`config.mk`:
```
export PLATFORM = sky130hd
export DESIGN_NAME = api_tx_frame_builder
export DESIGN_NICKNAME = d
export VERILOG_FILES = /design/src/hdl/atfb_pkg.sv /design/src/hdl/atfb_framer.sv /design/src/hdl/api_tx_frame_builder.sv
export SDC_FILE = /design/constraint.sdc
export NUM_CORES = 1
export LEC_CHECK = 0
export ABC_CLOCK_PERIOD_IN_PS = 10100
export BUFFER_PORTS_ARGS = -buffer_cell sky130_fd_sc_hd__buf_4
export CORE_UTILIZATION = 45
export DETAILED_ROUTE_END_ITERATION = 8
export GPL_ROUTABILITY_DRIVEN = 0
export GPL_TIMING_DRIVEN = 1
export PLACE_DENSITY = 0.63
export SYNTH_ARGS = -nofsm -noshare
export SYNTH_HDL_FRONTEND = slang
export SYNTH_SLANG_ARGS = --single-unit
```
`constraint.sdc`:
```
create_clock -name i_clk -period 10.1 [get_ports i_clk]
set_input_delay 0.505 -clock i_clk [delete_from_list [all_inputs] [get_ports i_clk]]
set_output_delay 0.505 -clock i_clk [all_outputs]
set_load 0.005 [all_outputs]
```
`src/hdl/atfb_pkg.sv`:
```
// shared constants and types for the api transmit frame builder
// no dependencies; used by atfb_framer and api_tx_frame_builder
package atfb_pkg;

    // frame layout constants
    localparam logic [7:0] DELIM         = 8'h7E;
    localparam logic [7:0] API_ID        = 8'h01;
    localparam int         LEN_OVERHEAD  = 5;
    localparam logic [6:0] MAX_PAYLOAD   = 7'd100;
    localparam logic [7:0] CHECK_INIT    = 8'hFF;
    localparam logic [7:0] FRAME_ID_INIT = 8'd1;
    localparam logic [7:0] FRAME_ID_MAX  = 8'd255;

    // configuration register reset values
    localparam logic [15:0] DEST_RESET = 16'h0066;
    localparam logic [7:0]  OPT_RESET  = 8'h00;

    // configuration register indexes
    localparam int         CFG_IDX_W       = 2;
    localparam logic [1:0] CFG_DEST_ADDRESS = 2'd0;
    localparam logic [1:0] CFG_TX_OPTIONS   = 2'd1;

    // result buffer sizing: a frame's first byte yields the header plus the data byte
    localparam int MAX_RESULTS = 9;
    localparam int CNT_W       = $clog2(MAX_RESULTS + 1);

    typedef struct packed {
        logic       in_frame;
        logic [6:0] bytes_left;
        logic [7:0] running_check;
        logic [7:0] frame_id;
    } t_frame_state;

    typedef struct packed {
        logic [CNT_W-1:0]                 count;
        logic [MAX_RESULTS-1:0][7:0]      res_byte;
        logic [MAX_RESULTS-1:0]           res_end;
    } t_result_set;

endpackage

```
`src/hdl/atfb_framer.sv`:
```
// per-item frame logic: builds the result bytes and next state for one input item
// depends on atfb_pkg
module atfb_framer (
    input  atfb_pkg::t_frame_state i_state,
    input  logic [7:0]             i_data_byte,
    input  logic [6:0]             i_payload_length,
    input  logic [15:0]            i_dest_address,
    input  logic [7:0]             i_tx_options,
    output atfb_pkg::t_frame_state o_next_state,
    output atfb_pkg::t_result_set  o_results
);

    logic [6:0]  len_sat;
    logic [15:0] total;
    logic [7:0]  hdr_sum;
    logic [7:0]  hdr_check;
    logic [7:0]  data_check;
    logic [6:0]  left_dec;

    // clamp the sampled length into the legal payload range
    always_comb begin
        if (i_payload_length == 7'd0) begin
            len_sat = 7'd1;
        end else if (i_payload_length > atfb_pkg::MAX_PAYLOAD) begin
            len_sat = atfb_pkg::MAX_PAYLOAD;
        end else begin
            len_sat = i_payload_length;
        end
    end

    // length field and checksum arithmetic
    assign total      = 16'(len_sat) + 16'(atfb_pkg::LEN_OVERHEAD);
    assign hdr_sum    = atfb_pkg::API_ID + i_state.frame_id + i_dest_address[15:8]
                      + i_dest_address[7:0] + i_tx_options + i_data_byte;
    assign hdr_check  = atfb_pkg::CHECK_INIT - hdr_sum;
    assign data_check = i_state.running_check - i_data_byte;
    assign left_dec   = i_state.bytes_left - 7'd1;

    // result bytes and state update
    always_comb begin
        o_next_state = i_state;
        o_results    = '0;
        if (i_state.in_frame && (i_state.bytes_left == 7'd0)) begin
            // closing step: checksum alone, input fields ignored
            o_results.count       = atfb_pkg::CNT_W'(1);
            o_results.res_byte[0] = i_state.running_check;
            o_results.res_end[0]  = 1'b1;
            o_next_state.in_frame      = 1'b0;
            o_next_state.bytes_left    = 7'd0;
            o_next_state.running_check = atfb_pkg::CHECK_INIT;
        end else if (!i_state.in_frame) begin
            // first byte of a frame: full header then the data byte
            o_results.count       = atfb_pkg::CNT_W'(atfb_pkg::MAX_RESULTS);
            o_results.res_byte[0] = atfb_pkg::DELIM;
            o_results.res_byte[1] = total[15:8];
            o_results.res_byte[2] = total[7:0];
            o_results.res_byte[3] = atfb_pkg::API_ID;
            o_results.res_byte[4] = i_state.frame_id;
            o_results.res_byte[5] = i_dest_address[15:8];
            o_results.res_byte[6] = i_dest_address[7:0];
            o_results.res_byte[7] = i_tx_options;
            o_results.res_byte[8] = i_data_byte;
            o_next_state.in_frame      = 1'b1;
            o_next_state.bytes_left    = len_sat - 7'd1;
            o_next_state.running_check = hdr_check;
            o_next_state.frame_id      = (i_state.frame_id >= atfb_pkg::FRAME_ID_MAX)
                                       ? atfb_pkg::FRAME_ID_INIT
                                       : i_state.frame_id + 8'd1;
        end else begin
            // payload byte passes through, checksum follows the last one
            o_results.res_byte[0] = i_data_byte;
            if (left_dec == 7'd0) begin
                o_results.count       = atfb_pkg::CNT_W'(2);
                o_results.res_byte[1] = data_check;
                o_results.res_end[1]  = 1'b1;
                o_next_state.in_frame      = 1'b0;
                o_next_state.bytes_left    = 7'd0;
                o_next_state.running_check = atfb_pkg::CHECK_INIT;
            end else begin
                o_results.count            = atfb_pkg::CNT_W'(1);
                o_next_state.bytes_left    = left_dec;
                o_next_state.running_check = data_check;
            end
        end
    end

endmodule

```
`src/hdl/api_tx_frame_builder.sv`:
```
// top level of the api transmit frame builder: handshakes, state and result buffer
// depends on atfb_pkg and atfb_framer
//
// Payload bytes enter on the slave stream and leave, wrapped in a transmit-request
// frame with a trailing checksum, on the master stream at one byte per cycle while the
// sink is ready. The output port sets the rate: the first byte of a frame expands to 9
// output bytes (delimiter, length, api id, frame id, address, options, data), a middle
// byte to 1 byte and the last byte to 2 (data then checksum); a one-byte frame sends
// its checksum on the next item, whose fields are ignored. A new item is taken in the
// same cycle as the last buffered byte leaves, so a sink that never stalls sees no
// gaps. Configuration writes are always accepted and apply from the next frame header.
module api_tx_frame_builder (
    input  logic        i_clk,
    input  logic        i_rst_n,
    // input item stream
    input  logic        i_s_axis_tvalid,
    output logic        o_s_axis_tready,
    input  logic [15:0] i_s_axis_tdata,   // [7:0] data_byte, [14:8] payload_length, [15] zero
    // output byte stream
    output logic        o_m_axis_tvalid,
    input  logic        i_m_axis_tready,
    output logic [7:0]  o_m_axis_tdata,   // [7:0] out_byte
    output logic        o_m_axis_tlast,   // frame_end
    // configuration write channel
    input  logic        i_cfg_valid,
    output logic        o_cfg_ready,
    input  logic [atfb_pkg::CFG_IDX_W-1:0] i_cfg_index,
    input  logic [15:0] i_cfg_data
);

    atfb_pkg::t_frame_state r_state;
    atfb_pkg::t_frame_state n_state;
    atfb_pkg::t_result_set  step_res;

    logic [15:0] r_dest_address;
    logic [7:0]  r_tx_options;

    logic [atfb_pkg::MAX_RESULTS-1:0][7:0] r_buf_byte;
    logic [atfb_pkg::MAX_RESULTS-1:0][7:0] n_buf_byte;
    logic [atfb_pkg::MAX_RESULTS-1:0]      r_buf_end;
    logic [atfb_pkg::MAX_RESULTS-1:0]      n_buf_end;
    logic [atfb_pkg::CNT_W-1:0]            r_cnt;
    logic [atfb_pkg::CNT_W-1:0]            n_cnt;

    logic in_take;
    logic out_take;

    // handshakes
    assign out_take        = o_m_axis_tvalid && i_m_axis_tready;
    assign o_s_axis_tready = (r_cnt == '0)
                          || ((r_cnt == atfb_pkg::CNT_W'(1)) && i_m_axis_tready);
    assign in_take         = i_s_axis_tvalid && o_s_axis_tready;
    assign o_cfg_ready     = 1'b1;

    // per-item frame logic
    atfb_framer u_framer (
        .i_state          (r_state),
        .i_data_byte      (i_s_axis_tdata[7:0]),
        .i_payload_length (i_s_axis_tdata[14:8]),
        .i_dest_address   (r_dest_address),
        .i_tx_options     (r_tx_options),
        .o_next_state     (n_state),
        .o_results        (step_res)
    );

    // frame state
    always_ff @(posedge i_clk) begin
        if (!i_rst_n) begin
            r_state.in_frame      <= 1'b0;
            r_state.bytes_left    <= 7'd0;
            r_state.running_check <= atfb_pkg::CHECK_INIT;
            r_state.frame_id      <= atfb_pkg::FRAME_ID_INIT;
        end else if (in_take) begin
            r_state <= n_state;
        end
    end

    // configuration registers
    always_ff @(posedge i_clk) begin
        if (!i_rst_n) begin
            r_dest_address <= atfb_pkg::DEST_RESET;
            r_tx_options   <= atfb_pkg::OPT_RESET;
        end else if (i_cfg_valid && o_cfg_ready) begin
            unique case (i_cfg_index)
                atfb_pkg::CFG_DEST_ADDRESS: r_dest_address <= i_cfg_data;
                atfb_pkg::CFG_TX_OPTIONS:   r_tx_options   <= i_cfg_data[7:0];
                default: ;
            endcase
        end
    end

    // result buffer: load a fresh set or shift one byte out
    always_comb begin
        n_buf_byte = r_buf_byte;
        n_buf_end  = r_buf_end;
        n_cnt      = r_cnt;
        if (in_take) begin
            n_buf_byte = step_res.res_byte;
            n_buf_end  = step_res.res_end;
            n_cnt      = step_res.count;
        end else if (out_take) begin
            n_buf_byte = {8'h00, r_buf_byte[atfb_pkg::MAX_RESULTS-1:1]};
            n_buf_end  = {1'b0, r_buf_end[atfb_pkg::MAX_RESULTS-1:1]};
            n_cnt      = r_cnt - atfb_pkg::CNT_W'(1);
        end
    end

    always_ff @(posedge i_clk) begin
        if (!i_rst_n) begin
            r_cnt <= '0;
        end else begin
            r_cnt <= n_cnt;
        end
    end

    always_ff @(posedge i_clk) begin
        r_buf_byte <= n_buf_byte;
        r_buf_end  <= n_buf_end;
    end

    // output stream
    assign o_m_axis_tvalid = (r_cnt != '0);
    assign o_m_axis_tdata  = r_buf_byte[0];
    assign o_m_axis_tlast  = r_buf_end[0];

endmodule

```
# [After elaboration in Yosys (flattened, before gate mapping)]
# Index checks and enable logic that the tools add are counted.
[classes] magnitude_cmp=2 n_mul=0 div_mod_pow=0 n_reduce_logical=15 muxes=25 eq_ne=2 addsub=11 n_shift=0 bitwise_logic=2
[op_table] operator="72-bit 2-to-1 mux" count=2
[op_table] operator="64-bit 2-to-1 mux" count=1
[op_table] operator="56-bit 2-to-1 mux" count=1
[op_table] operator="16-bit 2-to-1 mux" count=3
[op_table] operator="8-bit adder" count=4
[op_table] operator="8-bit 2-to-1 mux" count=3
[op_table] operator="7-bit zero test" count=3
[op_table] operator="4-bit 2-to-1 mux" count=4
[op_table] operator="15-bit 2-to-1 mux" count=1
[op_table] operator="7-bit 2-to-1 mux" count=2
[op_table] operator="7-bit by 1-bit subtractor with 7-bit output (second input constant)" count=2
[op_table] operator="1-bit by 8-bit adder with 8-bit output (first input constant)" count=1
[op_table] operator="7-bit by 3-bit adder with 8-bit output (second input constant)" count=1
[op_table] operator="8-bit greater-or-equal comparator (second input constant)" count=1
[op_table] operator="8-bit subtractor" count=1
[op_table] operator="8-bit subtractor (first input constant)" count=1
[op_table] operator="7-bit > comparator (second input constant)" count=1
[op_table] operator="2-bit 2-to-1 mux" count=3
[op_table] operator="1-bit 2-to-1 mux" count=5
[op_table] operator="4-bit by 1-bit == test with 1-bit output (second input constant)" count=1
[op_table] operator="1-bit logical AND" count=4
[op_table] operator="4-bit zero test" count=1
[op_table] operator="2-bit AND reduction" count=2
[op_table] operator="4-bit nonzero test" count=1
[op_table] operator="7 further kinds" count=8
[totals] regBits=126 latch_bits=0 mem_bits_rw=0 n_memories=0 inputBits=39 romBits=0

# [Depth between registers and ports, before layout]
# Gate-level depths: netlist of the first run.
[logic_depth] word_depth=8 depth_mapped=14 depth_no_buf=14

# [Cells and area by module]
# From an unflattened synthesis of the first run, not the netlist that was laid out.
[hier_totals] hier_cells=823 area_unflattened_um2=8122.8
[modules_own_cells] mod="api_tx_frame_builder" seq_area_each_um2=3473.3 area_each_um2=5522.8 cells_each=432 n_inst=1
[modules_own_cells] mod="atfb_framer" seq_area_each_um2=0.0 area_each_um2=2600.0 cells_each=391 n_inst=1

# [Worst setup path after synthesis of the first run]
# No wires, ideal clock.
[synth_timing] kind="register to register" from="register r_dest_address[1]" to="register r_state[14] in the netlist's numbering" stages_incl_launch_ff=14 setup_time_ns=0.072 setup_slack_ns=6.751 path_buffers=0 t_required_ns=10.028 arrival_time_ns=3.278 synth_period_minus_slack_ns=3.349 cell_sequence="dfxtp_1 inv_1 fa_1 inv_1 fa_1 fa_1 inv_1 fa_1 a21o_1 a21oi_1 o21bai_1 a21oi_1 xnor2_1 a2bb2oi_1"
[synth_between] elab_chain_cells=6
[synth_rtl] element="from (decl)" line_no="api_tx_frame_builder.sv:35" source="logic [15:0] r_dest_address;"
[synth_rtl] element="from (signal assigned)" line_no="api_tx_frame_builder.sv:81" source="r_dest_address <= atfb_pkg::DEST_RESET;"
[synth_rtl] element="from (signal assigned)" line_no="api_tx_frame_builder.sv:85" source="atfb_pkg::CFG_DEST_ADDRESS: r_dest_address <= i_cfg_data;"
[synth_rtl] element="8-bit adder (3 in a row)" line_no="atfb_framer.sv:34" source="+ i_dest_address[7:0] + i_tx_options + i_data_byte;"
[synth_rtl] element="8-bit subtractor" line_no="atfb_framer.sv:35" source="assign hdr_check = atfb_pkg::CHECK_INIT - hdr_sum;"
[synth_rtl] element="16-bit 2-to-1 mux" line_no="atfb_framer.sv:51" source="end else if (!i_state.in_frame) begin"
[synth_rtl] element="16-bit 2-to-1 mux" line_no="atfb_framer.sv:43" source="if (i_state.in_frame && (i_state.bytes_left == 7'd0)) begin"
[synth_rtl] element="to (signal assigned)" line_no="api_tx_frame_builder.sv:74" source="r_state <= n_state;"
[synth_rtl] element="to (decl)" line_no="api_tx_frame_builder.sv:31" source="atfb_pkg::t_frame_state r_state;"
# Every way passes these cells.
# A chain may end at the register's enable or synchronous reset.

# [Worst setup path in the final report of the first run]
# Same ends and word-level chain as after synthesis.

==> results of run 1 <==
## worst paths after layout
path,startpoint,end,slack [ns],cells after the start
max,r_dest_address[1],r_state[14],6.54,13
min,i_cfg_data[2],r_dest_address[2],0.31,3
max reg2reg,r_dest_address[1],r_state[14],6.54,13
min reg2reg,r_dest_address[4],r_dest_address[4],0.46,2
## power breakdown
part,total [mW],switching (mW),leakage (nW),internal (mW)
sequential,0.904,0.0812,1.17,0.823
clock,0.530,0.207,0.243,0.323
combinational,1.02,0.619,1.82,0.397
## through the flow
step | hold slack, ns | setup slack (ns) | instances | area (µm²) | util, %
CTS | 0.303 | 6.52 | 979 | 8050 | 52.6
detailed placement | 0.460 | 6.53 | 947 | 7550 | 49.3
global placement | 0.456 | 6.54 | 947 | 7550 | 49.3
global route | 0.320 | 6.21 | 979 | 8050 | 52.6
finish | 0.313 | 6.54 | 979 | 8050 | 52.6
floorplan | 0.443 | 6.75 | 730 | 7110 | -
## state kept, by name, indices dropped and copies added (netlist names)
| register | cells |
|---|---|
| o_m_axis_tdata | 8 |
| r_buf_byte | 64 |
| r_buf_end | 2 |
| r_cnt | 4 |
| r_dest_address | 16 |
| r_state | 24 |
| r_tx_options | 8 |
## metal layers
metal / vias up / part of all wire, %
met5: - / 0
met4: 0 / 2.1
met1: 2501 / 45
met2: 134 / 48
li1: 2528 / -
met3: 23 / 4.3
## cell usage after synthesis (all sizes together) (7+ instances only)
cell    number
and2        13
o211ai       8
a21o         7
xor2        11
o21ai       39
a21oi       18
nor2b       18
nand2      126
ha          21
clkbuf      24
o31ai       21
dfxtp       52
inv         62
xnor2       27
a31oi        8
nor3         8
mux2i       13
a21boi      17
nand3       15
buf         22
fa          22
nor2        47
edfxtp      74
## critical path, cell delays in order, from the launching register on
cell and delay, ns:
dfxtp_1 0.30, inv_1 0.07, fa_1 0.54, inv_1 0.06
fa_1 0.48, fa_1 0.51, inv_1 0.07, fa_1 0.45
a21o_1 0.20, a21oi_1 0.24, o21bai_1 0.09, a21oi_1 0.18
xnor2_1 0.14, a2bb2oi_1 0.17
## cells by family after synthesis
kind of cell / Yosys count
AND/OR/NAND/NOR: 250
other: 1
buffers and inverters: 109
multiplexers: 15
XOR/XNOR: 38
AO/OA/AOI/OAI: 148
flip-flops: 126
adder cells (fa/ha/maj): 43
## final cells by class
cell class / instances / area (µm²) / area share [%]
clock buffers: 28 / 487 / 6.04
multi-input cells: 495 / 3390 / 42.1
well taps: 211 / 264 / 3.28
repair buffers: 52 / 390 / 4.85
clock inverters: 4 / 16.3 / 0.202
flip-flops and latches: 126 / 3260 / 40.5
inverters: 63 / 240 / 2.98
==> flow_summary.toml, run 1 <==
[run_status]
status = "completed"

[worst_hold_path]
min_path_type = "input pin to flip-flop"

[logic_synthesis]
yosys.area.top_type = "edfxtp_1"
synth_top_family_by_area = "simple AND/OR/NAND/NOR gates"
synthAdderAreaFrac_pct = 9.89
ys_types = 68
ys_warn_count = 0
async_flop_share_pct = 0
synth_edf_count = 74
synthFlopType = "edfxtp_1"
synth_xor_area_share_pct = 4.79
yosys.area_share.simple_pct = 16.3
synth_top_area_share_pct = 31.3
synth.mux.area_fraction_pct = 2.15
synth-seq-cells = 126
netlist_area_um2 = 7110
syn_area_per_cell_um2 = 9.74
syn-num-nets = 812
syn_inst = 730
ys_seq_area_share_pct = 45.9
synth_area_leaders = "edfxtp_1 31%, dfxtp_1 15%, nand2_1 6.7%"
synth_compound_area_share_pct = 14.3

[drt]
drc = 0
drt_iter0_drc = 391
drt_first_pass_iters = 5
ant_nets = 0
routed_wl_um = 15700
wl_per_cell_um = 16.0
vias = 5186
avgViaCountPerCell = 5.30

[cts]
numCtsBuffers = 17
clk_path_buf_depth = 2
h-tree-depth = 4
cts_resized = 0
cts_tree = "done"
clock_sinks = 126
clock_latency_ns = 0.41
cts.clk_slew.worst_paths_ns = 0.05
postCtsHoldBufs = 0
post_cts_buffers = 0
root_buffer = "clkbuf_16"

[worst_setup_path]
required_ns = 10.44
critPathKind = "flip-flop to flip-flop"
critical_path_arrival_ns = 3.90
cp_max_fo = 3
startpoint_type = "flip-flop"
crit_path_end_kind = "flip-flop"

[floorplan]
ios = 51
initial_core_util_pct = 46.4
fp-row-count = 45
fp.dieW_um = 128
die_area_um2 = 16300
placeableCoreArea_um2 = 15300
die_h_um = 128

[sta]
max_slew_margin_pct = 24.3
max_freq_mhz = 281
slew_violations = 0
setup_tns_ns = 0
setup_violations = 0
worst_clock_skew_ns = 0.00869
period_needed_ns = 3.56
report.final.hold_viol_count = 0
timing.final.crit_share_pct = 35.3
worstMarginPinSlew_ns = 1.13
rsz0062_at_grt = "false"

[finish]
n_fill_cell = 1465
mostFrequentLayoutCell = "nand2_1"
drive_above_1_share_pct = 12.5
synthToLayoutAreaGrowth_pct = 13.3
final_cell_mix = "126 x nand2_1, 74 x edfxtp_1, 61 x inv_1"
final_nets = 837
diodes = 0

[global_route]
grt.total_usage_pct = 20.8
grtUsageMet2_pct = 35.1
grt_busiest_layer = "met2"
grt_start_max_net_pins = 82
grt_overflow = 0
use_met3_pct = 4.80
grt_pass1_vias = 5173
grt_pass1_wl_um = 25900
grt_antenna_before_repair = 0
met1_usage_pct = 25.9

[power]
p_leak_nw = 3.23
totalPowerFinal_mw = 2.45
p_per_area_nw_per_um2 = 304
irDropWorstVdd_mv = 0.204

[place]
dpl.hpwl_um = 10600
numPortBuffers = 48

[job]
drv_cap = 0
(Power assumes the default switching activity.)
==> run 2, diff against run 1 <==
--- a/config.mk
+++ b/config.mk
@@ -5,7 +5,7 @@
 export SDC_FILE = /design/constraint.sdc
 export NUM_CORES = 1
 export LEC_CHECK = 0
-export ABC_CLOCK_PERIOD_IN_PS = 10100
+export ABC_CLOCK_PERIOD_IN_PS = 3460
 export BUFFER_PORTS_ARGS = -buffer_cell sky130_fd_sc_hd__buf_4
 export CORE_UTILIZATION = 45
 export DETAILED_ROUTE_END_ITERATION = 8
==> constraint.sdc (replaced) <==
create_clock -name i_clk -period 3.46 [get_ports i_clk]
set_input_delay 0.173 -clock i_clk [delete_from_list [all_inputs] [get_ports i_clk]]
set_output_delay 0.173 -clock i_clk [all_outputs]
set_load 0.005 [all_outputs]
==> run 2 against run 1 <==
  * Count of clock-buffer cells in the layout decreased by 8
  * Cell area increased by 3.3%
  * Worst hold slack got worse by 0.29 ns
  * Global-route usage increased by 0.41 points
  * Setup slack got worse by 6.4 ns
  * Routed wire length increased by 2.6%
  * Sequential power increased to 2.9 times the previous value
  * Largest cell class unchanged
  * Clock power increased to 3.3 times the previous value
  * Clock skew decreased by 0.0039 ns
  * Critical path type unchanged
  * Register-to-register slack got worse by 6.4 ns
  * First-iteration DRC count increased by 5.4%
  * Sequential cell count unchanged
==> flow_summary.toml, run 2 (same netlist as run 1, synthesis figures left out) <==
[global_route]
grt_pass1_wl_um = 26500
grt_start_max_net_pins = 82
grt_antenna_before_repair = 0
grt_overflow = 0
grt_pass1_vias = 5302
grt.total_usage_pct = 21.2

[worst_setup_path]
cpLargestDelayFamily = "adder cells"
crit_path_end_kind = "flip-flop"
startpoint_type = "flip-flop"
cpMaxStageDelayCell = "fa_1"
critPathKind = "flip-flop to flip-flop"
required_ns = 3.80
slowest_delay_ns = 0.57
cp_max_fo = 2
cp_common_cell = "inv_2"
crit_buf_inv = 3
critical_path_arrival_ns = 3.68
crit_chain = "inv_2 > fa_1 > inv_2 > fa_2 > fa_1 > inv_2 > fa_2 > a21o_1 > a21oi_2 > o21bai_1 > a21oi_1 > xnor2_1 > a2bb2oi_1"

[finish]
fin_cells = 993
diodes = 0
final_area_um2 = 8320
n_fill_cell = 1370
largestRegisters = "r_buf_byte (64), r_state (24), r_dest_address (16)"
largest_register = "r_buf_byte"
mostFrequentLayoutCell = "nand2_1"
synthToLayoutAreaGrowth_pct = 17.0
final_nets = 851
final_cell_mix = "126 x nand2_1, 74 x edfxtp_1, 62 x buf_4"
drive_above_1_share_pct = 17.5
largest_register_ffs = 64

[job]
drv_cap = 0

[drt]
wl_per_cell_um = 16.2
drt_first_pass_iters = 6
drc = 0
avgViaCountPerCell = 5.32
routed_wl_um = 16100
vias = 5278
drt_iter0_drc = 412
ant_nets = 0

[place]
placed_cell_area_um2 = 7590
dp_cells = 952
dpl.hpwl_um = 11000
numPortBuffers = 48

[floorplan]
placeableCoreArea_um2 = 15300
initial_core_util_pct = 46.4
ios = 51
die_area_um2 = 16300
die_h_um = 128
fp.dieW_um = 128
fp-row-count = 45

[power]
p_leak_nw = 3.34
p_per_area_nw_per_um2 = 921
irDropWorstVdd_mv = 0.473
totalPowerFinal_mw = 7.66

[sta]
worstMarginPinSlew_ns = 1.13
max_slew_margin_pct = 24.3
setup_violations = 0
slew_violations = 0
period_needed_ns = 3.33
report.final.hold_viol_count = 0
finalHoldWorstSlack_ns = 0.0186
worst_clock_skew_ns = 0.00476
max_freq_mhz = 300
timing.final.crit_share_pct = 96.3

[cts]
clock_latency_ns = 0.41
numCtsBuffers = 17
h-tree-depth = 4
root_buffer = "clkbuf_16"
cts_tree = "done"
clock_sinks = 126
clk_path_buf_depth = 2
cts.clk_slew.worst_paths_ns = 0.05

[worst_hold_path]
min_path_type = "input pin to flip-flop"

[run_status]
status = "completed"
-- run 2: power breakdown --
part           total (mW)  switching, mW  internal, mW
Combinational        3.24           1.91          1.32
Clock                1.77          0.646          1.13
Sequential           2.65          0.251          2.40
-- run 2: metrics by stage --
| stage | setup slack [ns] | util (%) | TNS [ns] |
|---|---|---|---|
| detailed placement | -0.107 | 49.5 | -0.157 |
| finish | 0.129 | 54.3 | 0 |
| global route | -0.00944 | 54.3 | -0.00944 |
| global placement | -0.0183 | 49.5 | -0.0183 |
| floorplan | 0.111 | - | 0 |
| CTS | 0.00148 | 53.8 | 0 |
-- run 2: worst register-to-register path, cell delays in order (launching register included) --
cell and delay [ns]:
dfxtp_1 0.32, inv_2 0.05, fa_1 0.57, inv_2 0.05
fa_2 0.42, fa_1 0.50, inv_2 0.06, fa_2 0.39
a21o_1 0.20, a21oi_2 0.16, o21bai_1 0.08, a21oi_1 0.17
xnor2_1 0.15, a2bb2oi_1 0.16
-- run 2: path summary, 6_finish.rpt --
kind	end	startpoint	depth (start not counted)	slack [ns]
worst max-delay path	r_state[14]	r_dest_address[1]	13	0.13
worst min-delay path	r_dest_address[11]	i_cfg_data[11]	3	0.02
worst max register to register	r_state[14]	r_dest_address[1]	13	0.13
worst min register to register	r_dest_address[0]	r_dest_address[0]	2	0.46
-- run 2: area by class of cell --
type / instances / area [µm²] / area share (%)
Timing Repair Buffer: 66 / 505 / 6.08
Tap cell: 211 / 264 / 3.17
Inverter: 63 / 240 / 2.89
Clock buffer: 20 / 437 / 5.25
Sequential cell: 126 / 3270 / 39.3
Clock inverter: 12 / 145 / 1.75
Multi-Input combinational cell: 495 / 3450 / 41.5
-- run 2: layer usage --
metal	vias to the layer above	wire [µm]	share of wire (%)	track usage [%]
met5	-	0	0	0
met2	151	7760	48	34.8
met1	2549	7310	45	27.6
met3	25	663	4.1	4.47
li1	2553	-	-	-
met4	0	327	2.0	7.96
-- run 2: timing repair --
action | 4_1_cts | 5_1_grt
hold buffers | 4 | 0
endpoints found under the setup margin | 3 | 5
resized for setup | 3 | 19
pin swaps | 5 | 16
gates cloned | 0 | 0
endpoints found under the hold margin | 4 | 0
buffers inserted | 1 | 4
